### src/pwbt_pkg.sv
`timescale 1ns / 1ps
// pwbt_pkg: shared types, codes and constants of the pulse width bit transmitter
// used by every file under src; depends on nothing

package pwbt_pkg;

  // message store geometry
  localparam int MSG_DEPTH = 64;
  localparam int MSG_AW    = (MSG_DEPTH > 1) ? $clog2(MSG_DEPTH) : 1;
  localparam int MSG_CW    = $clog2(MSG_DEPTH + 1);

  localparam int OP_W      = 2;
  localparam int BYTE_W    = 8;
  localparam int BIT_IDX_W = 4;
  localparam int TP_W      = 2;
  localparam int CFG_AW    = 4;
  localparam int CFG_DW    = 32;

  // item op codes
  localparam logic [OP_W-1:0] OP_LOAD  = 2'd0;
  localparam logic [OP_W-1:0] OP_START = 2'd1;
  localparam logic [OP_W-1:0] OP_TICK  = 2'd2;

  // configuration register indexes (byte address bits [3:2])
  localparam logic [1:0] REG_PRE_PATTERN = 2'd0;
  localparam logic [1:0] REG_PRE_LENGTH  = 2'd1;
  localparam logic [1:0] REG_LEAD_HIGH   = 2'd2;
  localparam logic [1:0] REG_LEAD_LOW    = 2'd3;

  // reset values of the registers
  localparam logic [7:0]           RST_PRE_PATTERN = 8'd13;
  localparam logic [BIT_IDX_W-1:0] RST_PRE_LENGTH  = 4'd6;
  localparam logic [7:0]           RST_LEAD_HIGH   = 8'd3;
  localparam logic [7:0]           RST_LEAD_LOW    = 8'd3;

  localparam logic [BIT_IDX_W-1:0] PRE_MAX   = 4'd8;
  localparam logic [BIT_IDX_W-1:0] BYTE_BITS = 4'd8;
  localparam logic [TP_W-1:0]      TP_LAST   = 2'd2;

  typedef enum logic [2:0] {
    MODE_IDLE   = 3'd0,
    MODE_LEADH  = 3'd1,
    MODE_LEADL  = 3'd2,
    MODE_PRE    = 3'd3,
    MODE_MSG    = 3'd4,
    MODE_CLOSE  = 3'd5,
    MODE_FINISH = 3'd6
  } mode_t;

  typedef struct packed {
    logic [7:0]           preamble_pattern;
    logic [BIT_IDX_W-1:0] preamble_length;
    logic [7:0]           lead_high_ticks;
    logic [7:0]           lead_low_ticks;
  } cfg_t;

  typedef struct packed {
    logic              wr_en;
    logic [MSG_AW-1:0] wr_addr;
    logic [BYTE_W-1:0] wr_data;
    logic [MSG_AW-1:0] rd_addr;
  } mem_req_t;

  typedef struct packed {
    logic line_level;
    logic busy_res;
    logic load_error;
    logic done_res;
  } res_t;

endpackage

### src/pwbt_cfg_regs.sv
`timescale 1ns / 1ps
// pwbt_cfg_regs: apb-style register file for preamble and lead timing
// depends on pwbt_pkg

module pwbt_cfg_regs import pwbt_pkg::*; (
  input  logic              clk,
  input  logic              rst_n,
  input  logic              psel,
  input  logic              penable,
  input  logic              pwrite,
  input  logic [CFG_AW-1:0] paddr,
  input  logic [CFG_DW-1:0] pwdata,
  output logic [CFG_DW-1:0] prdata,
  output logic              pready,
  output cfg_t              cfg
);

  cfg_t cfg_r;
  cfg_t cfg_nxt;
  logic wr_beat;

  assign pready  = 1'b1;
  assign wr_beat = psel && penable && pwrite;
  assign cfg     = cfg_r;

  always_comb begin
    cfg_nxt = cfg_r;
    if (wr_beat) begin
      case (paddr[3:2])
        REG_PRE_PATTERN: cfg_nxt.preamble_pattern = pwdata[7:0];
        REG_PRE_LENGTH:  cfg_nxt.preamble_length  = pwdata[BIT_IDX_W-1:0];
        REG_LEAD_HIGH:   cfg_nxt.lead_high_ticks  = pwdata[7:0];
        REG_LEAD_LOW:    cfg_nxt.lead_low_ticks   = pwdata[7:0];
        default: ;
      endcase
    end
  end

  always_comb begin
    case (paddr[3:2])
      REG_PRE_PATTERN: prdata = {24'd0, cfg_r.preamble_pattern};
      REG_PRE_LENGTH:  prdata = {28'd0, cfg_r.preamble_length};
      REG_LEAD_HIGH:   prdata = {24'd0, cfg_r.lead_high_ticks};
      REG_LEAD_LOW:    prdata = {24'd0, cfg_r.lead_low_ticks};
      default:         prdata = '0;
    endcase
  end

  always_ff @(posedge clk) begin
    if (!rst_n) begin
      cfg_r.preamble_pattern <= RST_PRE_PATTERN;
      cfg_r.preamble_length  <= RST_PRE_LENGTH;
      cfg_r.lead_high_ticks  <= RST_LEAD_HIGH;
      cfg_r.lead_low_ticks   <= RST_LEAD_LOW;
    end else begin
      cfg_r <= cfg_nxt;
    end
  end

endmodule

### config.mk
export PLATFORM = sky130hd
export DESIGN_NAME = pwbt_cfg_regs
export DESIGN_NICKNAME = d
export VERILOG_FILES = /design/src/pwbt_pkg.sv /design/src/pwbt_cfg_regs.sv
export SDC_FILE = /design/constraint.sdc
export NUM_CORES = 1
export LEC_CHECK = 0
export BUFFER_PORTS_ARGS = -buffer_cell sky130_fd_sc_hd__buf_2
export CORE_AREA = 3 3 65 73
export DETAILED_ROUTE_END_ITERATION = 10
export DIE_AREA = 0 0 68 76
export PLACE_DENSITY = 0.74
export SLEW_MARGIN = 5
export SYNTH_ARGS = -nofsm -noshare
export SYNTH_HDL_FRONTEND = slang
export SYNTH_SLANG_ARGS = --single-unit
export TNS_END_PERCENT = 1
### constraint.sdc
create_clock -name clk -period 0.99 [get_ports clk]
set_clock_uncertainty 0.2 [all_clocks]
set_input_delay 0.0495 -clock clk [delete_from_list [all_inputs] [get_ports clk]]
set_output_delay 0.0495 -clock clk [all_outputs]
set_load 0.02 [all_outputs]
## After elaboration in Yosys (flattened, before gate mapping)

Cells that the tools add are included.

- Register bits: 28
- Input bits: 41
- Logic and storage cells: 15
- Output and inout port bits: 61

- Reduce and logical (&&, ||, !) cells: 7
- Muxes and demuxes: 1
- Equal/unequal tests: 3

Operators with widths:

| operator | count |
|---|---|
| 32-bit case mux with 4 select lines | 1 |
| 2-bit AND reduction | 4 |
| 2-bit equality test, second input constant | 2 |
| 2-bit by 1-bit equality test with 1-bit output, second input constant | 1 |
| 1-bit logical AND | 2 |
| 2-bit logical NOT | 1 |

## Logic depth before layout (Yosys ltp)

- Depth after elaboration: 3
- Depth in mapped cells: 5
- Depth with buffers taken out: 3

## Worst setup path before layout

Ideal clock, no wire load.

- Path kind: reg2out
- From: register cfg_r, in the netlist cfg[0]
- To: output port prdata[0]
- Data arrival time: 0.919 ns
- Setup slack: -0.179 ns
- Buffers on the path: 0
- Data required time: 0.740 ns
- Stages on the path, launching flop included: 2
- Cell sequence: dfxtp_1 -> mux4_2

- Cells in the longest elaborated chain, start to end: 1

RTL lines:

| what | line | source |
|---|---|---|
| start: declaration | pwbt_cfg_regs.sv:18 | `cfg_t cfg_r;` |
| start signal: assignment | pwbt_cfg_regs.sv:56 | `cfg_r <= cfg_nxt;` |
| 32-bit case mux with 4 select lines | pwbt_cfg_regs.sv:40 | `case (paddr[3:2])` |
| end: declaration | pwbt_cfg_regs.sv:13 | `output logic [CFG_DW-1:0] prdata,` |

Every way passes these cells. The select of a mux whose other input is x is not followed.

## Final worst setup path

- From: register cfg_r, in the netlist cfg[2]
- To: output port prdata[2]

The elaborated chain is that of the path after synthesis.

==> results.py <==
metrics = {
    "cts": {
        "cts-root-buf": "clkbuf_8",
        "cts_sinks": 28,
        "cts_tree": "yes",
        "cts_buffer_depth": 2,
        "clk_latency_ps": 270,
        "cts_inserted_buffers": 3,
        "cts_hold_buf": 8,
        "htreeDepth": 1,
        "cts.reportedPaths.clkPinSlew_ps": 100,
    },
    "synth": {
        "synth_edf_count": 0,
        "synth_top_area_cell": "dfxtp_1",
        "synth_async_sr_flop_share": 0,
        "syn_avg_cell_area_um2": 9.82,
        "netlist_top_cells_area": "dfxtp_1 37%, mux2i_1 17%, buf_4 13%, nand2_1 7.0%, mux4_2 6.0%",
        "syn_area_um2": 1500,
        "synth-main-ff-cell": "dfxtp_1",
        "ys_ff_latch": 28,
        "synth_top_cell_area_share": 0.373,
        "seq_area_frac_synth": 0.373,
        "yosysWarnings": 0,
        "synthCells": 153,
        "yosys.cell_types.count": 23,
    },
    "outcome": {
        "status": "complete, but fails checks",
        "violations": "negative hold slack, negative setup slack",
    },
    "layout": {
        "largest_reg_flops": 28,
        "final_cells": 299,
        "diodes": 0,
        "fin_nets": 289,
        "drive_gt1_frac": 0.619,
        "postLayoutCoreUtil": 0.633,
        "areaGrowthSynthToFinish_pct": 69.6,
    },
    "global_route": {
        "grt_max_degree": 20,
        "grt_usage": 0.158,
        "grt_antenna_before_repair": 0,
        "grt_first_pass_wirelength_um": 6390,
        "gr-total-overflow": 0,
        "grt_pass1_vias": 1319,
    },
    "routing": {
        "wl_um": 3980,
        "vias": 1316,
        "avgRoutedWirePerCell_um": 13.3,
        "firstDrtPassIters": 4,
        "drt_first_iter_violations": 26,
        "ant_nets": 0,
        "viasPerCell": 4.40,
        "drc_errors": 0,
    },
    "critical_path": {
        "critPathMaxFanout": 2,
        "rrSetupSlack_ps": -50,
        "startpoint_type": "flop",
        "cp.required_ps": 740,
        "crit_type": "flop to primary output",
        "crit_arrival_ps": 1240,
        "end_kind": "primary output",
    },
    "power": {
        "powerDensity_nw_per_um2": 987,
        "leakage_nw": 1.26,
        "ir_drop_mv": 0.586,
    },
    "floorplanning": {
        "ioPinCount": 102,
        "die_y_um": 76,
        "fp-row-count": 24,
        "chipWidth_um": 68,
        "coreArea_um2": 4020,
        "design.die.area_um2": 5170,
        "start_util": 0.373,
    },
    "place": {
        "dp_hpwl_um": 2810,
        "dp.cells": 281,
        "gp_congestion": 0.725,
        "port_buffers": 50,
    },
    "timing": {
        "setup_viol": 39,
        "finalCriticalPeriod_ps": 1490,
        "tns_ps": -7000,
        "min_period_over_period": 1.51,
        "rsz0062_at_grt": "yes",
        "layout_setup_ws_ps": -502,
        "fmax_mhz": 670,
        "slew_violations": 0,
        "finalHoldViolations": 12,
        "holdWs_ps": -67.8,
    },
    "hold_path": {
        "worstHoldPathType": "primary input to flop",
    },
    "run": {
        "cap_viol_max_count": 0,
    },
}
==> per-layer routing <==
layer  GRT usage  up-vias  share of wire
li1            -      650              -
met1       0.198      623           0.41
met4      0.0239        0         0.0033
met5           0        -              0
met3      0.0310        2          0.063
met2       0.277       41           0.52
==> through the flow <==
stage | setup WS [ps] | hold WS, ps | instance area [µm²] | power [mW]
floorplan | -143 | -19.2 | 1650 | 1.50
global placement | -305 | 97.3 | 2010 | 1.56
detailed placement | -302 | 115 | 2010 | 1.56
CTS | -500 | -18.7 | 2450 | 2.51
global route | -531 | -62.8 | 2550 | 2.64
finish | -502 | -67.8 | 2550 | 2.52
==> power by group <==
part	internal, mW	switching (mW)
clock network	0.541	0.364
logic	0.199	0.262
registers	1.14	0.0106
total	1.88	0.636
==> final timing paths <==
check | from | to | cells past startpoint
worst max-delay path | cfg[2]$_SDFFE_PN0P_ | prdata[2] | 2
worst min-delay path | pwdata[0] | cfg[16]$_SDFFE_PN0P_ | 4
worst max register to register | cfg[22]$_SDFFE_PN1P_ | cfg[22]$_SDFFE_PN1P_ | 4
worst min register to register | cfg[27]$_SDFFE_PN0P_ | cfg[27]$_SDFFE_PN0P_ | 2
==> layout make-up <==
class | instances | area, µm²
flip-flops and latches | 28 | 598
multi-input cells | 113 | 850
inverters | 1 | 3.75
well taps | 52 | 65.1
clock inverters | 1 | 30.0
repair buffers | 101 | 961
fillers | 317 | 1480
clock buffers | 3 | 41.3
==> Yosys cell counts, types with 3 or more instances <==
cell type,count
mux2i_1,25
buf_4,27
dfxtp_1,28
nand2_1,28
nor2b_1,9
clkbuf_1,3
mux4_2,4
a22o_1,4
mux2_2,4
a21oi_1,4
==> cell usage in the layout, fill, tap and decap left out, drive strengths merged <==
cell | netlist | layout
dfxtp | 28 | 28
nand2 | 28 | 28
nand3 | 2 | 2
o211ai | 1 | 1
nor2 | 1 | 1
inv | 1 | 1
mux4 | 4 | 4
nor2b | 9 | 9
dlygate4sd3 | 0 | 5
clkbuf | 3 | 4
and2 | 1 | 1
a21oi | 4 | 4
nand2b | 2 | 2
and3b | 1 | 1
mux2i | 25 | 25
buf | 31 | 95
conb | 2 | 25
nand3b | 1 | 1
and3 | 1 | 1
a22o | 4 | 4
bufinv | 0 | 1
mux2 | 4 | 4
==> worst max-delay path: stages, from the launching register on <==
cell	delay, ps
dfxtp_2	330
mux4_2	490
buf_6	150
==> repair_timing <==
action                                  4_1_cts  5_1_grt
setup buffers                                 0        6
endpoints found under the setup margin       38       48
gates resized for setup                      87       25
pin swaps                                     0        0
hold endpoints to repair                     28       11
==> cells by family after synthesis <==
group | Yosys count | synth area share
AOI/OAI and AO/OA | 9 | 0.0416
buffers and inverters | 35 | 0.167
DFF | 28 | 0.373
muxes | 33 | 0.256
other | 2 | 0.00500
and+or+nand+nor | 46 | 0.157
(Power assumes the default switching activity.)
