[src/pwbt_pkg.sv]
`timescale 1ns / 1ps
// pwbt_pkg: shared types, codes and constants of the pulse width bit transmitter
// used by every file under src; depends on nothing

package pwbt_pkg;

  // message store geometry
  localparam int MSG_DEPTH = 64;
  localparam int MSG_AW    = (MSG_DEPTH > 1) ? $clog2(MSG_DEPTH) : 1;
  localparam int MSG_CW    = $clog2(MSG_DEPTH + 1);

  localparam int OP_W      = 2;
  localparam int BYTE_W    = 8;
  localparam int BIT_IDX_W = 4;
  localparam int TP_W      = 2;
  localparam int CFG_AW    = 4;
  localparam int CFG_DW    = 32;

  // item op codes
  localparam logic [OP_W-1:0] OP_LOAD  = 2'd0;
  localparam logic [OP_W-1:0] OP_START = 2'd1;
  localparam logic [OP_W-1:0] OP_TICK  = 2'd2;

  // configuration register indexes (byte address bits [3:2])
  localparam logic [1:0] REG_PRE_PATTERN = 2'd0;
  localparam logic [1:0] REG_PRE_LENGTH  = 2'd1;
  localparam logic [1:0] REG_LEAD_HIGH   = 2'd2;
  localparam logic [1:0] REG_LEAD_LOW    = 2'd3;

  // reset values of the registers
  localparam logic [7:0]           RST_PRE_PATTERN = 8'd13;
  localparam logic [BIT_IDX_W-1:0] RST_PRE_LENGTH  = 4'd6;
  localparam logic [7:0]           RST_LEAD_HIGH   = 8'd3;
  localparam logic [7:0]           RST_LEAD_LOW    = 8'd3;

  localparam logic [BIT_IDX_W-1:0] PRE_MAX   = 4'd8;
  localparam logic [BIT_IDX_W-1:0] BYTE_BITS = 4'd8;
  localparam logic [TP_W-1:0]      TP_LAST   = 2'd2;

  typedef enum logic [2:0] {
    MODE_IDLE   = 3'd0,
    MODE_LEADH  = 3'd1,
    MODE_LEADL  = 3'd2,
    MODE_PRE    = 3'd3,
    MODE_MSG    = 3'd4,
    MODE_CLOSE  = 3'd5,
    MODE_FINISH = 3'd6
  } mode_t;

  typedef struct packed {
    logic [7:0]           preamble_pattern;
    logic [BIT_IDX_W-1:0] preamble_length;
    logic [7:0]           lead_high_ticks;
    logic [7:0]           lead_low_ticks;
  } cfg_t;

  typedef struct packed {
    logic              wr_en;
    logic [MSG_AW-1:0] wr_addr;
    logic [BYTE_W-1:0] wr_data;
    logic [MSG_AW-1:0] rd_addr;
  } mem_req_t;

  typedef struct packed {
    logic line_level;
    logic busy_res;
    logic load_error;
    logic done_res;
  } res_t;

endpackage

[src/pwbt_msg_mem.sv]
`timescale 1ns / 1ps
// pwbt_msg_mem: message byte store, one write and one registered read a cycle
// depends on pwbt_pkg

module pwbt_msg_mem import pwbt_pkg::*; (
  input  logic              clk,
  input  mem_req_t          req,
  output logic [BYTE_W-1:0] rd_data
);

  logic [BYTE_W-1:0] mem [MSG_DEPTH];
  logic [BYTE_W-1:0] rd_data_r;

  assign rd_data = rd_data_r;

  always_ff @(posedge clk) begin
    if (req.wr_en) begin
      mem[req.wr_addr] <= req.wr_data;
    end
  end

  // write-through so the read register never shows a stale byte
  always_ff @(posedge clk) begin
    if (req.wr_en && (req.wr_addr == req.rd_addr)) begin
      rd_data_r <= req.wr_data;
    end else begin
      rd_data_r <= mem[req.rd_addr];
    end
  end

endmodule

[config.mk]
export PLATFORM = sky130hd
export DESIGN_NAME = pwbt_msg_mem
export DESIGN_NICKNAME = d
export VERILOG_FILES = /design/src/pwbt_pkg.sv /design/src/pwbt_msg_mem.sv
export SDC_FILE = /design/constraint.sdc
export NUM_CORES = 1
export LEC_CHECK = 0
export ABC_AREA = 1
export BUFFER_PORTS_ARGS = -buffer_cell sky130_fd_sc_hd__buf_4
export CAP_MARGIN = 20
export CELL_PAD_IN_SITES_DETAIL_PLACEMENT = 1
export CELL_PAD_IN_SITES_GLOBAL_PLACEMENT = 1
export CORE_MARGIN = 1.5
export CORE_UTILIZATION = 58
export CTS_BUF_LIST = sky130_fd_sc_hd__clkbuf_4
export DETAILED_ROUTE_END_ITERATION = 16
export PLACE_DENSITY = 0.89
export RECOVER_POWER = 25
export SYNTH_ARGS = -nofsm -noshare
export SYNTH_HDL_FRONTEND = slang
export SYNTH_SLANG_ARGS = --single-unit
[constraint.sdc]
create_clock -name clk -period 3.8 [get_ports clk]
set_input_delay 0.57 -clock clk [delete_from_list [all_inputs] [get_ports clk]]
set_output_delay 0.57 -clock clk [all_outputs]
set_load 0.05 [all_outputs]
Word-level counts from Yosys, hierarchy flattened --
Memory sizes are Yosys's and may differ from the RTL's. A register that Yosys moved wholly into a read port is not among the register bits. Index checks and enable logic that the tools add are counted.
Cells by class: muxes and demuxes 2
Operator list (number):
- $mux W1 | 2
Storage, ports and cells: memories 1, logic and storage cells 3, RAM bits 512, bits of input ports 22, register bits after elaboration 0, output and inout port bits 8
Memories:
- mem | words 64, bits a word 8, rd ports 1, clocked after Yosys merged registers in 1, write ports 1, RTL line pwbt_msg_mem.sv:11 | logic [BYTE_W-1:0] mem [MSG_DEPTH];

Longest topological paths before layout --
Gate-level depths: netlist (run 1).
word-level depth 2, gate-level depth with buffers 12, mapped depth without buffers 9

Least setup slack after synthesis (run 1) --
Ideal clock, no wire load.
path kind in2reg, start input req[20] (netlist name), end memory mem[48][0], enable pin, data arrival time 1.941 ns, path buffers 1, path slack 1.464 ns, data required time 3.405 ns, setup time 0.395 ns, cell stages on the path 3, path through clkbuf_1 -> nand4_1 -> nor4_1
Between the ends: cells in the longest elaborated chain, start to end 2
Ends and longest elaborated chain:
- start, declared | RTL line pwbt_msg_mem.sv:7 | input mem_req_t req,
- $mux W1 | RTL line pwbt_msg_mem.sv:17 | if (req.wr_en) begin
- $mux W1 (implied by the code) | RTL line pwbt_msg_mem.sv:18 | mem[req.wr_addr] <= req.wr_data;
- end, declared | RTL line pwbt_msg_mem.sv:11
No other way between the ends.

==> flow_metrics.tcl, run 1 <==
set metrics [dict create \
    synth.largest_area_cell "edfxtp_1" \
    boundaryPins 30 \
    cts.sinks 518 \
    vias 15500 \
    worst_pin_slew_ps 3800 \
    cp.required_ps 3230 \
    clk_transition_reported_paths_ps 70 \
    cp_max_fo 75 \
    synth_seq_cells 518 \
    initialDrtViolationCount 2009 \
    ys_types 16 \
    wl_met2_um 33600 \
    layout_commonest_cell "nand2_1" \
    antenna_found_initial 2 \
    synthesis.nets 1825 \
    ir_drop_mv 0.391 \
    chipWidth_um 195 \
    largest-register "mem" \
    synth_top_area_share 0.722 \
    cts_tree "built" \
    syn_inst 1803 \
    switching_share 0.250 \
    p_comb_frac 0.070 \
    critPathKind "register to primary output" \
    floorplan.initialDensity 0.586 \
    grt_usage 0.353 \
    p_sw_mw 2.99 \
    final-setup-viol-count 0 \
    grt_start_max_net_pins 129 \
    syn-cell-area_um2 21300 \
    rsz0062_at_grt "false" \
    area_delta_synth_final_pct 10.0 \
    most-common-layout-cells "nand2_1, edfxtp_1, nand3_1" \
    first_global_vias 16400 \
    fin_nets 1934 \
    maxCapViolCount 8 \
    drt-total-wl_um 66100 \
    power.total_mw 11.9 \
    viasPerCell 6.27 \
    synth_warnings 0 \
    die_area_um2 37900 \
    tns_ps 0 \
    grt_pass1_wl_um 98500 \
    nFillCells 3694 \
    drtAntennaViolNets 0 \
    p_seq_frac 0.532 \
    min_period_ps 3710 \
    wl_met1_um 24100 \
    power.leakage_nw 8.63 \
    postLayoutCoreUtil 0.645 \
    detailed_place_hpwl_um 36600 \
    violations "capacitance limit, slew limit" \
    slew_viol_final 520 \
    startpoint_type "register" \
    layout-drive-gt1-share 0.142 \
    outcome "finished with violations" \
    cts-root-buf "clkbuf_4" \
    reg_top3 "mem (512)" \
    endpoint_kind "primary output" \
    synth_area_leaders "edfxtp_1, nand2_1, nand3_1" \
    overflow 0 \
    internal-power_mw 8.94 \
    syn_area_per_cell_um2 11.8 \
    first_pass_iters 8 \
    postCtsSetupRepairBufs 0 \
    portBuffers 29 \
    die_height_um 195 \
    pwr-share-clk 0.397 \
    p_per_area_nw_per_um2 509 \
    max_freq_mhz 269 \
    rows 70 \
    top_layer "met5" \
    htree_levels 4 \
    yosysSeqAreaShare 0.727 \
    cts_buffer_depth 3 \
    maxSlewHeadroom -1.53 \
    met3WireLength_um 5300 \
    wl_per_cell_um 26.8 \
    finalWeightedCongestion 0.807 \
    largest_reg_flops 512 \
    core-area_um2 36300 \
    critPathArrivalTime_ps 3140 \
    hp-class "input port to register" \
    drc_errors 0 \
    hold_violations 0 \
    min_period_over_period 0.977 \
    numCtsBuffers 135 \
]
==> kinds of logic (layout without fill, tap and decap cells) <==
logic type | after synthesis | after routing | synth area share
other | 0 | 1 | 0
buffers and inverters | 125 | 318 | 0.0403
and+or+nand+nor | 1160 | 1160 | 0.232
DFF | 518 | 518 | 0.727
==> timing repair <==
action	4_1_cts	5_1_grt
hold buffers	6	0
setup endpoints to repair	0	1
endpoints found under the hold margin	6	0
resized for setup	0	1
==> metal layers <==
layer | vias up | GRT usage
met2 | 908 | 0.592
met3 | 227 | 0.0663
met5 | - | 0
met1 | 7704 | 0.432
li1 | 6625 | -
met4 | 2 | 0.202
==> power groups by stage <==
stage / logic (mW) / clock network [mW] / registers, mW
after detailed placement: 0.803 / 0 / 6.46
after global placement: 0.757 / 0 / 6.45
after CTS: 0.823 / 4.73 / 6.33
after floorplan: 0.487 / 0 / 6.45
after global routing: 0.888 / 5.02 / 6.35
final: 0.840 / 4.74 / 6.35
==> cell usage after synthesis <==
cell / n
buf_1: 10
dfxtp_1: 6
inv_2: 1
nand4_1: 9
nor2_1: 56
buf_8: 2
buf_2: 37
clkbuf_1: 15
nor4_1: 8
nand3_1: 439
buf_6: 35
inv_1: 10
edfxtp_1: 512
buf_4: 14
nand2_1: 648
inv_6: 1
==> final timing paths <==
check	startpoint	to	slack, ps	depth (start not counted)
hold / removal	req[15]	mem[48][0]$_DFFE_PP_	190	2
setup / recovery	register	rd_data[0]	90	11
==> critical path, stage by stage, from the launching register on <==
cell and delay [ps]:
dfxtp_4 380, inv_6 220, buf_12 350, nand2_1 90, nand3_1 110, nand3_1 140, nand2_1 210, nand2_1 110
nand3_1 180, nand3_1 100, nand2_1 140, buf_4 220
==> final cells by class <==
class                   count  area (um2)  area share
repair buffers             85         733      0.0313
clock buffers             204        1530      0.0654
well taps                 468         586      0.0250
inverters                  12        55.1     0.00235
flip-flops and latches    518       15500       0.662
multi-input cells        1160        4950       0.211
diodes                      1        2.50    0.000107
clock inverters            17        65.1     0.00278
==> metrics by stage <==
stage                     cell area (um2)  hold slack, ps  cells  setup slack (ps)
after floorplan                     21300             598   1803              1460
after global placement              21800             675   2235              1110
after detailed placement            21800             678   2235               942
after CTS                           23400             186   2462              56.7
after global routing                23400             197   2465              26.5
final                               23400             193   2465              88.9
No activity file was read; power rests on OpenSTA's default activity.
==> run 2, diff against run 1 <==
BUFFER_PORTS_ARGS = -buffer_cell sky130_fd_sc_hd__buf_2   (was -buffer_cell sky130_fd_sc_hd__buf_4)
CORE_ASPECT_RATIO = 1.2   (was unset)
==> flow_metrics.tcl, run 2 (synthesis results as in run 1) <==
set metrics [dict create \
    area_delta_synth_final_pct 11.8 \
    numCtsBuffers 120 \
    vias 17200 \
    critPathArrivalTime_ps 3550 \
    grt_pass1_wl_um 112000 \
    drt-total-wl_um 81200 \
    placed_cells 2245 \
    die_area_um2 37900 \
    ir_drop_mv 0.326 \
    power.leakage_nw 8.80 \
    drc_errors 0 \
    core-area_um2 36000 \
    final-setup-viol-count 8 \
    hp-class "input port to register" \
    slew_viol_final 281 \
    endpoint_kind "primary output" \
    violations "capacitance limit, slew limit, setup timing" \
    rows 76 \
    detailed_place_hpwl_um 38400 \
    hp-start "req[11]" \
    clk_transition_reported_paths_ps 80 \
    viasPerCell 6.90 \
    maxSlewHeadroom -0.881 \
    grt_start_max_net_pins 129 \
    finalWeightedCongestion 0.846 \
    setup_slack_ps -319 \
    antenna_found_initial 3 \
    reg_top3 "mem (512)" \
    cts.sinks 518 \
    critPathKind "register to primary output" \
    holdPathStages 1 \
    overflow 0 \
    chipWidth_um 178 \
    floorplan.initialDensity 0.591 \
    grt_usage 0.411 \
    largest_reg_flops 512 \
    largest-register "mem" \
    hold_violations 0 \
    cts_buffer_depth 3 \
    cts_tree "built" \
    layout-drive-gt1-share 0.145 \
    min_period_ps 4120 \
    die_height_um 213 \
    power.total_mw 12.1 \
    outcome "finished with violations" \
    htree_levels 3 \
    p_per_area_nw_per_um2 508 \
    layout_commonest_cell "nand2_1" \
    cp_max_fo 39 \
    portBuffers 29 \
    min_to "mem[13][5]$_DFFE_PP_" \
    first_pass_iters 6 \
    initialDrtViolationCount 2831 \
    drtAntennaViolNets 0 \
    fin_nets 1945 \
    most-common-layout-cells "nand2_1, edfxtp_1, nand3_1" \
    max_freq_mhz 243 \
    cts-root-buf "clkbuf_4" \
    worst_pin_slew_ps 2820 \
    wl_per_cell_um 32.6 \
    cp.required_ps 3230 \
    first_global_vias 17800 \
    maxCapViolCount 7 \
    fin_cells 2489 \
    startpoint_type "register" \
    boundaryPins 30 \
    min_period_over_period 1.08 \
]
run 2: timing repair:
action	CTS	global route
setup endpoints to repair	8	8
cloned	5	4
hold endpoints to repair	6	0
pin swaps	0	0
hold buffers	6	0
gates resized for setup	13	20
setup buffers	0	8
run 2: per-layer routing:
layer / wire, um / part of all wire / global-route usage / vias up
li1: - / - / - / 6659
met1: 25600 / 0.32 / 0.473 / 8224
met2: 37800 / 0.47 / 0.664 / 1721
met3: 10800 / 0.13 / 0.106 / 573
met4: 7020 / 0.086 / 0.305 / 0
met5: 0 / 0 / 0.00672 / -
run 2: cell type report:
cell class | count | area, um2
Antenna cell | 5 | 12.5
Sequential cell | 518 | 15500
Timing Repair inverter | 1 | 8.76
Fill cell | 3631 | 12200
Clock inverter | 37 | 198
Inverter | 12 | 68.8
Tap cell | 468 | 586
Multi-Input combinational cell | 1160 | 4990
Timing Repair Buffer | 110 | 1100
Clock buffer | 178 | 1340
run 2: where the power goes:
group / switching (mW) / internal (mW) / total, mW
clock: 2.48 / 2.27 / 4.74
combinational: 0.775 / 0.231 / 1.01
sequential: 0.0252 / 6.32 / 6.34
total: 3.28 / 8.82 / 12.1
run 2: worst max path at each step:
| stage | startpoint | slack [ps] | cells after the start | endpoint |
|---|---|---|---|---|
| after floorplan | req[20] | 1460 | 3 | mem[48][0]$_DFFE_PP_ |
| after global placement | register | 910 | 11 | rd_data[0] |
| after detailed placement | register | 780 | 11 | rd_data[4] |
| after CTS | register | 2 | 11 | rd_data[5] |
| after global routing | register | -320 | 11 | rd_data[1] |
| final | register | -320 | 11 | rd_data[5] |
run 2: metrics by stage:
stage	utilization	instance area (um2)	hold WS, ps	setup TNS, ps	setup WS (ps)
after floorplan	-	21300	598	0	1460
after CTS	0.654	23600	216	0	1.82
after global placement	0.604	21800	673	0	914
after detailed placement	0.604	21800	674	0	783
final	0.661	23800	98.9	-1510	-319
after global routing	0.660	23800	58.3	-1490	-316
run 2: worst max-delay path, stage by stage (launching register included):
cell	delay (ps)
dfxtp_4	520
buf_4	190
buf_16	240
nand2_1	110
nand3_1	140
nand3_1	110
nand2_1	140
nand2_1	70
nand3_1	350
nand3_4	220
nand2_1	230
clkbuf_4	280
