### src/pwbt_pkg.sv
`timescale 1ns / 1ps
// pwbt_pkg: shared types, codes and constants of the pulse width bit transmitter
// used by every file under src; depends on nothing

package pwbt_pkg;

  // message store geometry
  localparam int MSG_DEPTH = 64;
  localparam int MSG_AW    = (MSG_DEPTH > 1) ? $clog2(MSG_DEPTH) : 1;
  localparam int MSG_CW    = $clog2(MSG_DEPTH + 1);

  localparam int OP_W      = 2;
  localparam int BYTE_W    = 8;
  localparam int BIT_IDX_W = 4;
  localparam int TP_W      = 2;
  localparam int CFG_AW    = 4;
  localparam int CFG_DW    = 32;

  // item op codes
  localparam logic [OP_W-1:0] OP_LOAD  = 2'd0;
  localparam logic [OP_W-1:0] OP_START = 2'd1;
  localparam logic [OP_W-1:0] OP_TICK  = 2'd2;

  // configuration register indexes (byte address bits [3:2])
  localparam logic [1:0] REG_PRE_PATTERN = 2'd0;
  localparam logic [1:0] REG_PRE_LENGTH  = 2'd1;
  localparam logic [1:0] REG_LEAD_HIGH   = 2'd2;
  localparam logic [1:0] REG_LEAD_LOW    = 2'd3;

  // reset values of the registers
  localparam logic [7:0]           RST_PRE_PATTERN = 8'd13;
  localparam logic [BIT_IDX_W-1:0] RST_PRE_LENGTH  = 4'd6;
  localparam logic [7:0]           RST_LEAD_HIGH   = 8'd3;
  localparam logic [7:0]           RST_LEAD_LOW    = 8'd3;

  localparam logic [BIT_IDX_W-1:0] PRE_MAX   = 4'd8;
  localparam logic [BIT_IDX_W-1:0] BYTE_BITS = 4'd8;
  localparam logic [TP_W-1:0]      TP_LAST   = 2'd2;

  typedef enum logic [2:0] {
    MODE_IDLE   = 3'd0,
    MODE_LEADH  = 3'd1,
    MODE_LEADL  = 3'd2,
    MODE_PRE    = 3'd3,
    MODE_MSG    = 3'd4,
    MODE_CLOSE  = 3'd5,
    MODE_FINISH = 3'd6
  } mode_t;

  typedef struct packed {
    logic [7:0]           preamble_pattern;
    logic [BIT_IDX_W-1:0] preamble_length;
    logic [7:0]           lead_high_ticks;
    logic [7:0]           lead_low_ticks;
  } cfg_t;

  typedef struct packed {
    logic              wr_en;
    logic [MSG_AW-1:0] wr_addr;
    logic [BYTE_W-1:0] wr_data;
    logic [MSG_AW-1:0] rd_addr;
  } mem_req_t;

  typedef struct packed {
    logic line_level;
    logic busy_res;
    logic load_error;
    logic done_res;
  } res_t;

endpackage

### src/pwbt_seq.sv
`timescale 1ns / 1ps
// pwbt_seq: transmit sequencer; lead, preamble, message and closing phases
// depends on pwbt_pkg; reads bytes from pwbt_msg_mem through a prefetched read port

module pwbt_seq import pwbt_pkg::*; (
  input  logic              clk,
  input  logic              rst_n,
  input  logic              item_acc,
  input  logic [OP_W-1:0]   op,
  input  logic [BYTE_W-1:0] data_byte,
  input  cfg_t              cfg,
  input  logic [BYTE_W-1:0] rd_data,
  output mem_req_t          mem_req,
  output res_t              res
);

  mode_t                mode_r, mode_nxt;
  logic [MSG_CW-1:0]    count_r, count_nxt;
  logic [MSG_CW-1:0]    ri_r, ri_nxt;
  logic [BYTE_W-1:0]    sb_r, sb_nxt;
  logic [BIT_IDX_W-1:0] bi_r, bi_nxt;
  logic [TP_W-1:0]      tp_r, tp_nxt;
  logic [7:0]           lc_r, lc_nxt;
  logic                 cb_r, cb_nxt;
  logic                 line_r, line_nxt;

  mode_t                eff_mode;
  logic [7:0]           eff_lc;
  logic [BIT_IDX_W-1:0] eff_bi;
  logic [TP_W-1:0]      eff_tp;
  logic [TP_W-1:0]      tp_adv;
  logic [BIT_IDX_W-1:0] pre_len;
  logic [BIT_IDX_W-1:0] bits_v;
  logic [BYTE_W-1:0]    byte_v;
  logic [2:0]           pre_sel;
  logic                 more_bytes;
  logic                 tick_act;
  logic                 load_err;

  assign pre_len    = (cfg.preamble_length > PRE_MAX) ? PRE_MAX : cfg.preamble_length;
  assign more_bytes = (ri_r < count_r) && (ri_r < MSG_CW'(MSG_DEPTH));
  assign tick_act   = item_acc && (op == OP_TICK) && (mode_r != MODE_IDLE);
  assign tp_adv     = (eff_tp == TP_LAST) ? '0 : eff_tp + TP_W'(1);

  // phases with nothing to send fall through within the same tick
  always_comb begin
    eff_mode = mode_r;
    eff_lc   = lc_r;
    eff_bi   = bi_r;
    eff_tp   = tp_r;
    if (eff_mode == MODE_LEADH && eff_lc == '0) begin
      eff_mode = MODE_LEADL;
      eff_lc   = cfg.lead_low_ticks;
    end
    if (eff_mode == MODE_LEADL && eff_lc == '0) begin
      eff_mode = MODE_PRE;
      eff_bi   = pre_len;
      eff_tp   = '0;
    end
    if (eff_mode == MODE_PRE && eff_tp == '0 && eff_bi == '0) begin
      eff_mode = MODE_MSG;
    end
    if (eff_mode == MODE_MSG && eff_tp == '0 && eff_bi == '0 && !more_bytes) begin
      eff_mode = MODE_CLOSE;
    end
  end

  // next state
  always_comb begin
    mode_nxt  = mode_r;
    count_nxt = count_r;
    ri_nxt    = ri_r;
    sb_nxt    = sb_r;
    bi_nxt    = bi_r;
    tp_nxt    = tp_r;
    lc_nxt    = lc_r;
    cb_nxt    = cb_r;
    bits_v    = eff_bi;
    byte_v    = sb_r;
    pre_sel   = 3'(eff_bi - BIT_IDX_W'(1));
    mem_req.wr_en   = 1'b0;
    mem_req.wr_addr = count_r[MSG_AW-1:0];
    mem_req.wr_data = data_byte;
    if (item_acc) begin
      case (op)
        OP_LOAD: begin
          if (mode_r == MODE_IDLE && count_r < MSG_CW'(MSG_DEPTH)) begin
            mem_req.wr_en = 1'b1;
            count_nxt     = count_r + MSG_CW'(1);
          end
        end
        OP_START: begin
          if (mode_r == MODE_IDLE) begin
            mode_nxt = MODE_LEADH;
            lc_nxt   = cfg.lead_high_ticks;
            ri_nxt   = '0;
            bi_nxt   = '0;
            tp_nxt   = '0;
            sb_nxt   = '0;
            cb_nxt   = 1'b0;
          end
        end
        OP_TICK: begin
          if (mode_r != MODE_IDLE) begin
            mode_nxt = eff_mode;
            lc_nxt   = eff_lc;
            bi_nxt   = eff_bi;
            tp_nxt   = eff_tp;
            case (eff_mode)
              MODE_LEADH, MODE_LEADL: lc_nxt = eff_lc - 8'd1;
              MODE_PRE: begin
                if (eff_tp == '0) begin
                  bi_nxt = eff_bi - BIT_IDX_W'(1);
                  cb_nxt = cfg.preamble_pattern[pre_sel];
                end
                tp_nxt = tp_adv;
              end
              MODE_MSG: begin
                if (eff_tp == '0) begin
                  if (eff_bi == '0) begin
                    byte_v = rd_data;
                    ri_nxt = ri_r + MSG_CW'(1);
                    bits_v = BYTE_BITS;
                  end
                  cb_nxt = byte_v[BYTE_W-1];
                  sb_nxt = {byte_v[BYTE_W-2:0], 1'b0};
                  bi_nxt = bits_v - BIT_IDX_W'(1);
                end
                tp_nxt = tp_adv;
              end
              MODE_CLOSE: mode_nxt = MODE_FINISH;
              MODE_FINISH: begin
                mode_nxt  = MODE_IDLE;
                count_nxt = '0;
                ri_nxt    = '0;
              end
              default: mode_nxt = MODE_IDLE;
            endcase
          end
        end
        default: ;
      endcase
    end
    // keep the read register loaded with the byte at the next read index
    mem_req.rd_addr = ri_nxt[MSG_AW-1:0];
  end

  // outputs
  always_comb begin
    line_nxt = line_r;
    load_err = item_acc && (op == OP_LOAD) &&
               ((mode_r != MODE_IDLE) || (count_r >= MSG_CW'(MSG_DEPTH)));
    if (tick_act) begin
      case (eff_mode)
        MODE_LEADH: line_nxt = 1'b1;
        MODE_LEADL: line_nxt = 1'b0;
        MODE_PRE, MODE_MSG: begin
          case (eff_tp)
            2'd0:    line_nxt = 1'b1;
            2'd1:    line_nxt = cb_r;
            default: line_nxt = 1'b0;
          endcase
        end
        MODE_CLOSE: line_nxt = 1'b1;
        default:    line_nxt = 1'b0;
      endcase
    end
    res.line_level = line_nxt;
    res.busy_res   = (mode_nxt != MODE_IDLE);
    res.load_error = load_err;
    res.done_res   = tick_act && (eff_mode == MODE_FINISH);
  end

  always_ff @(posedge clk) begin
    if (!rst_n) begin
      mode_r  <= MODE_IDLE;
      count_r <= '0;
      ri_r    <= '0;
      sb_r    <= '0;
      bi_r    <= '0;
      tp_r    <= '0;
      lc_r    <= '0;
      cb_r    <= 1'b0;
      line_r  <= 1'b0;
    end else begin
      mode_r  <= mode_nxt;
      count_r <= count_nxt;
      ri_r    <= ri_nxt;
      sb_r    <= sb_nxt;
      bi_r    <= bi_nxt;
      tp_r    <= tp_nxt;
      lc_r    <= lc_nxt;
      cb_r    <= cb_nxt;
      line_r  <= line_nxt;
    end
  end

endmodule

### config.mk
export PLATFORM = sky130hd
export DESIGN_NAME = pwbt_seq
export DESIGN_NICKNAME = d
export VERILOG_FILES = /design/src/pwbt_pkg.sv /design/src/pwbt_seq.sv
export SDC_FILE = /design/constraint.sdc
export NUM_CORES = 1
export LEC_CHECK = 0
export BUFFER_PORTS_ARGS = -buffer_cell sky130_fd_sc_hd__buf_2
export CAP_MARGIN = 20
export CORE_MARGIN = 2
export CORE_UTILIZATION = 59
export DETAILED_ROUTE_END_ITERATION = 8
export GPL_ROUTABILITY_DRIVEN = 0
export PLACE_DENSITY = 0.91
export SLEW_MARGIN = 20
export SYNTH_ARGS = -nofsm -noshare
export SYNTH_HDL_FRONTEND = slang
export SYNTH_SLANG_ARGS = --single-unit
### constraint.sdc
create_clock -name clk -period 11.9 [get_ports clk]
set_input_delay 1.19 -clock clk [delete_from_list [all_inputs] [get_ports clk]]
set_output_delay 1.19 -clock clk [all_outputs]
set_load 0.05 [all_outputs]
# After elaboration in Yosys (flattened, before gate mapping)
# Cells that the tools add are included.
totals:
  regBits: 41
  input_bits: 49
  word_cells: 147
classes:
  add_sub_neg: 6
  magnitude_cmp: 6
  eq_ne: 25
  mux: 65
  n_reduce_logical: 35
op_table:
  columns: ["cell", "n"]
  rows:
  - ["$mux 8", 9]
  - ["$mux 7", 7]
  - ["$mux 4", 12]
  - ["$pmux 7 s2", 3]
  - ["$pmux 8 s2", 2]
  - ["$mux 3", 7]
  - ["$logic_not 8->1", 2]
  - ["$pmux 4 s2", 2]
  - ["$add 7x1->7 const B", 2]
  - ["$logic_and 1x1->1", 14]
  - ["$lt 7x7->1 const B", 2]
  - ["$reduce_and 7->1", 2]
  - ["$eq 3x2->1 const B", 4]
  - ["$eq 3x3->1 const B", 4]
  - ["$pmux 3 s2", 2]
  - ["$mux 2", 5]
  - ["$mux 1", 9]
  - ["$ne 3x3->1 const B", 3]
  - ["$ne 2x1->1 const B", 4]
  - ["$pmux 1 s2", 4]
  - ["$sub 4x1->4 const B", 2]
  - ["$sub 8x1->8 const B", 1]
  - ["$ge 7x7->1 const B", 1]
  - ["$lt 7x7->1", 1]
  - ["23 further kinds", 33]

# Longest topological paths before layout
logic_depth:
  depth_word: 25
  mapped_depth: 19
  mapped_depth_nobuf: 18

# Least setup slack after synthesis
# OpenSTA, ideal clock, no wires.
synth_timing:
  kind: "input port to output port"
  start: "input cfg[0] in the netlist's numbering"
  end: "output mem_req[2] in the netlist's numbering"
  arrival_ns: 5.500
  setup_slack_ns: 5.210
  stages: 14
  path_buffers: 1
  cell_sequence: "a21oi_1 > ha_1 > nand2_1 > nor4_1 > o21ai_2 > a21oi_2 > ha_1 > nor3b_1 > nand2_1 > o21bai_1 > a211oi_4 > buf_2 > nand3_1 > o21ai_0"
synth_lines:
  columns: ["element", "line", "rtl"]
  rows:
  - ["start: declaration", "pwbt_seq.sv:11", "input cfg_t cfg,"]
  - ["end: declaration", "pwbt_seq.sv:13", "output mem_req_t mem_req,"]

==> metrics <==
setup TNS 0 ns; largest cells by area after synthesis dfxtp_1 26%, mux2i_1 8.0%, ha_1 6.0%; FP Rows 26; Final Hold Fails 0; Max-Cap Viols 0; initial antenna violation count 0; fmax ~130 MHz; worst skew pair latency roughly 0.3 ns; post-cts sizing count 0; # setup viols final 0; Post-CTS Setup Repair Bufs 0; share of the synthesized area in the top cell type between 20 and 30%; kind of critical path register to output port; CP arrival approximately 6.3 ns; CTS Buf Count 5; Final Max Slew Viols 0; Area Overhead vs Synth 10.2%; PD cells about 90 nW/um2; Max Used Layer met4; Clock Sinks 40; r2r startpoint mode_r[1]; Die Ht 76.9 um; Clock Skew roughly 0.0039 ns; Cell Area, Synth 3140 um2; Initial Util between 60% and 70%; # placed instances ~500; Syn. warnings 0; sequential share of the synthesized area roughly a quarter; dpl hpwl around 6000 um; Hold-fix buffers, CTS 0; Lkg Pwr 1.45 nW; fraction of registers with async set/reset 0%; max_slew headroom between 30 and 40%; part of the power in combinational logic between 10% and 20%; Least-Margin Pin Slew slightly above 0.9 ns; DR iter-0 viols 270; wl on met1 3250 um; multi-input logic area roughly 2100 um2; CTS tree built; # DRC 0; port buffer count 57; RSZ-0062 raised after global routing no; drt pass-1 iters 5; pin count of the biggest net entering global routing 31; Seq pwr share 43.9%; status finished, final reports clean; VDD IR-drop max ~0.000064 V; final non-filler cell total about 500; nature of the critical path endpoint output port; vias 3143; via density per instance roughly 6.3; die width between 70 and 80 um; worst setup path start mode_r[1]; htree depth 2; clock root buffer clkbuf_8; internal reg-to-reg setup slack 6.01 ns; vias in the first global route around 3.0k; total core area 5110 um2; routed wl met3 between 600 and 700 um; hold path cells 1; first-pass GRT wire length roughly 13000 um; Synth cell types between 50 and 60; clock share of power about 37%; Max clock buf depth 2; count of nets after finishing between 400 and 500; Hold Slack 0.473 ns; Cells after Synth 396; total gr overflow 0; filler instances between 400 and 500; CP Max Fanout 14; top_reg_cell synth dfxtp_1; total design power roughly 320 uW; fraction of layout cells with a size suffix above 1 18.8%; fin crit share between 60 and 70%; Sw Share between 20% and 30%; met2 WL roughly 4000 um; sequential cell area between 800 and 900 um2; synthesized area per cell about 7.9 um2; length in cells of the worst reg-to-reg path 17; EDFF count, synth 0; Pint approximately 220 uW; type of origin of the critical path register; Die Area between 5000 and 6000 um2; # IOs 74; Critical path destination mem_req[5]; area leader, netlist dfxtp_1; fin crit period about 7.5 ns; syn_nets 460; CP Data Required Time about 11 ns; ant diodes 0; #FFs+latches synth 40; Crit Reg-Reg Endpoint ri_r[5]; Hold WC Path Type register to register; final WL 8060 um; WL/cell between 15 and 20 um; post-route ant nets 0; Sw Pwr around 94 uW; gr usage total a little over a quarter; Reg clk slew, reported paths roughly 0.09 ns
## metal layers
metal | vias up | GRT usage (%)
met4 | 0 | 12.2
met5 | - | 0
met2 | 152 | 48.6
met3 | 23 | 5.06
met1 | 1462 | 32.0
li1 | 1506 | -
## synthesized netlist by cell type (2+ instances only)
library cell / instances
a211oi_1: 2
a21boi_0: 3
a21boi_1: 2
a21oi_1: 25
a22o_1: 2
a22oi_1: 2
a31oi_1: 3
a32o_1: 2
a41oi_1: 3
and2_1: 12
and3_1: 4
buf_1: 2
buf_2: 2
buf_4: 17
clkbuf_1: 10
dfxtp_1: 40
ha_1: 15
inv_1: 14
mux2i_1: 25
nand2_1: 40
nand3_1: 8
nand3b_1: 2
nand4_1: 7
nor2_1: 27
nor2b_1: 6
nor3_1: 12
nor3_2: 2
nor3b_1: 4
nor4_1: 5
nor4b_1: 5
o211ai_1: 2
o21a_1: 3
o21ai_0: 29
o21ai_1: 2
o21bai_1: 3
o2bb2ai_1: 7
o31ai_1: 8
o41ai_1: 3
o41ai_2: 2
or2_2: 2
or3_1: 3
or4_1: 3
xnor2_1: 9
xor2_1: 3
## kinds of logic (layout without fill, tap and decap cells)
group | Yosys count | count (layout) | share of synthesized area, %
multiplexers | 26 | 26 | 8.34
buffers and inverters | 45 | 80 | 7.50
AND/OR/NAND/NOR | 150 | 150 | 26.1
adder cells (fa/ha/maj) | 15 | 15 | 5.99
AO/OA/AOI/OAI | 108 | 108 | 23.1
XOR/XNOR | 12 | 12 | 3.35
flip-flops | 40 | 40 | 25.5
## state kept, by name (all words and copies together) (netlist names)
name,count
lc_r,8
count_r,7
ri_r,7
sb_r,7
bi_r,4
mode_r,3
tp_r,2
cb_r,1
line_r,1
## stage by stage
step	setup slack, ns	utilization [%]	instance area, um2
finish	4.43	67.7	3460
global route	3.96	67.7	3460
CTS	4.55	67.7	3460
detailed placement	4.72	65.4	3340
global placement	4.99	65.4	3340
floorplan	5.21	-	3140
## power by group through the flow
| stage | Combinational, mW | Sequential, mW | Clock, mW |
|---|---|---|---|
| 2_1_floorplan | 0.0513 | 0.141 | 0 |
| 3_3_place_gp | 0.0583 | 0.142 | 0 |
| 3_5_place_dp | 0.0601 | 0.142 | 0 |
| 4_1_cts | 0.0606 | 0.139 | 0.118 |
| 5_1_grt | 0.0677 | 0.140 | 0.123 |
| 6_report | 0.0613 | 0.139 | 0.117 |
## worst max-delay path, cell delays in order (launching register included)
cell      delay (ns)
dfxtp_1         0.66
or4b_1          0.28
nor4_2          0.08
a21oi_1         0.36
ha_1            0.22
nand2_1         0.09
nor4_1          0.81
o21ai_2         0.33
a21oi_2         0.49
ha_1            0.32
nor3b_1         0.31
nand2_1         0.12
o21bai_1        0.26
a211oi_4        0.55
nand4_1         0.20
or4_1           0.52
nand3_1         0.10
buf_2           0.26
## area by class of cell
type	instances	area share, %
timing repair buffer	58	8.47
clock buffer	5	1.99
tap	70	2.53
sequential	40	23.2
multi-input combinational	311	60.9
inverter	14	1.52
clock inverter	3	1.38
## worst min path at each step
stage,to,from
floorplan,sb_r[1],sb_r[1]
detailed placement,sb_r[3],sb_r[3]
CTS,sb_r[3],sb_r[3]
global route,sb_r[3],sb_r[3]
finish,sb_r[3],sb_r[3]
global placement,sb_r[1],sb_r[1]
## layout by cell type (no fill, tap or decap), types with 3 or more instances in the layout
cell type	n
a21boi_0	3
nor3_1	12
xor2_1	3
and3_1	4
mux2i_1	25
nor3b_1	4
or3_1	3
dfxtp_1	40
nor2_1	27
clkbuf_8	5
nor4b_1	5
and2_1	12
nand3_1	8
o31ai_1	8
buf_2	57
inv_1	14
a31oi_1	3
o21a_1	3
nor2b_1	6
o21ai_0	29
a41oi_1	3
nand2_1	40
ha_1	15
o41ai_1	3
o2bb2ai_1	7
o21bai_1	3
nand4_1	7
nor4_1	4
xnor2_1	9
or4_1	3
a21oi_1	25
No activity file was read; power rests on OpenSTA's default activity.
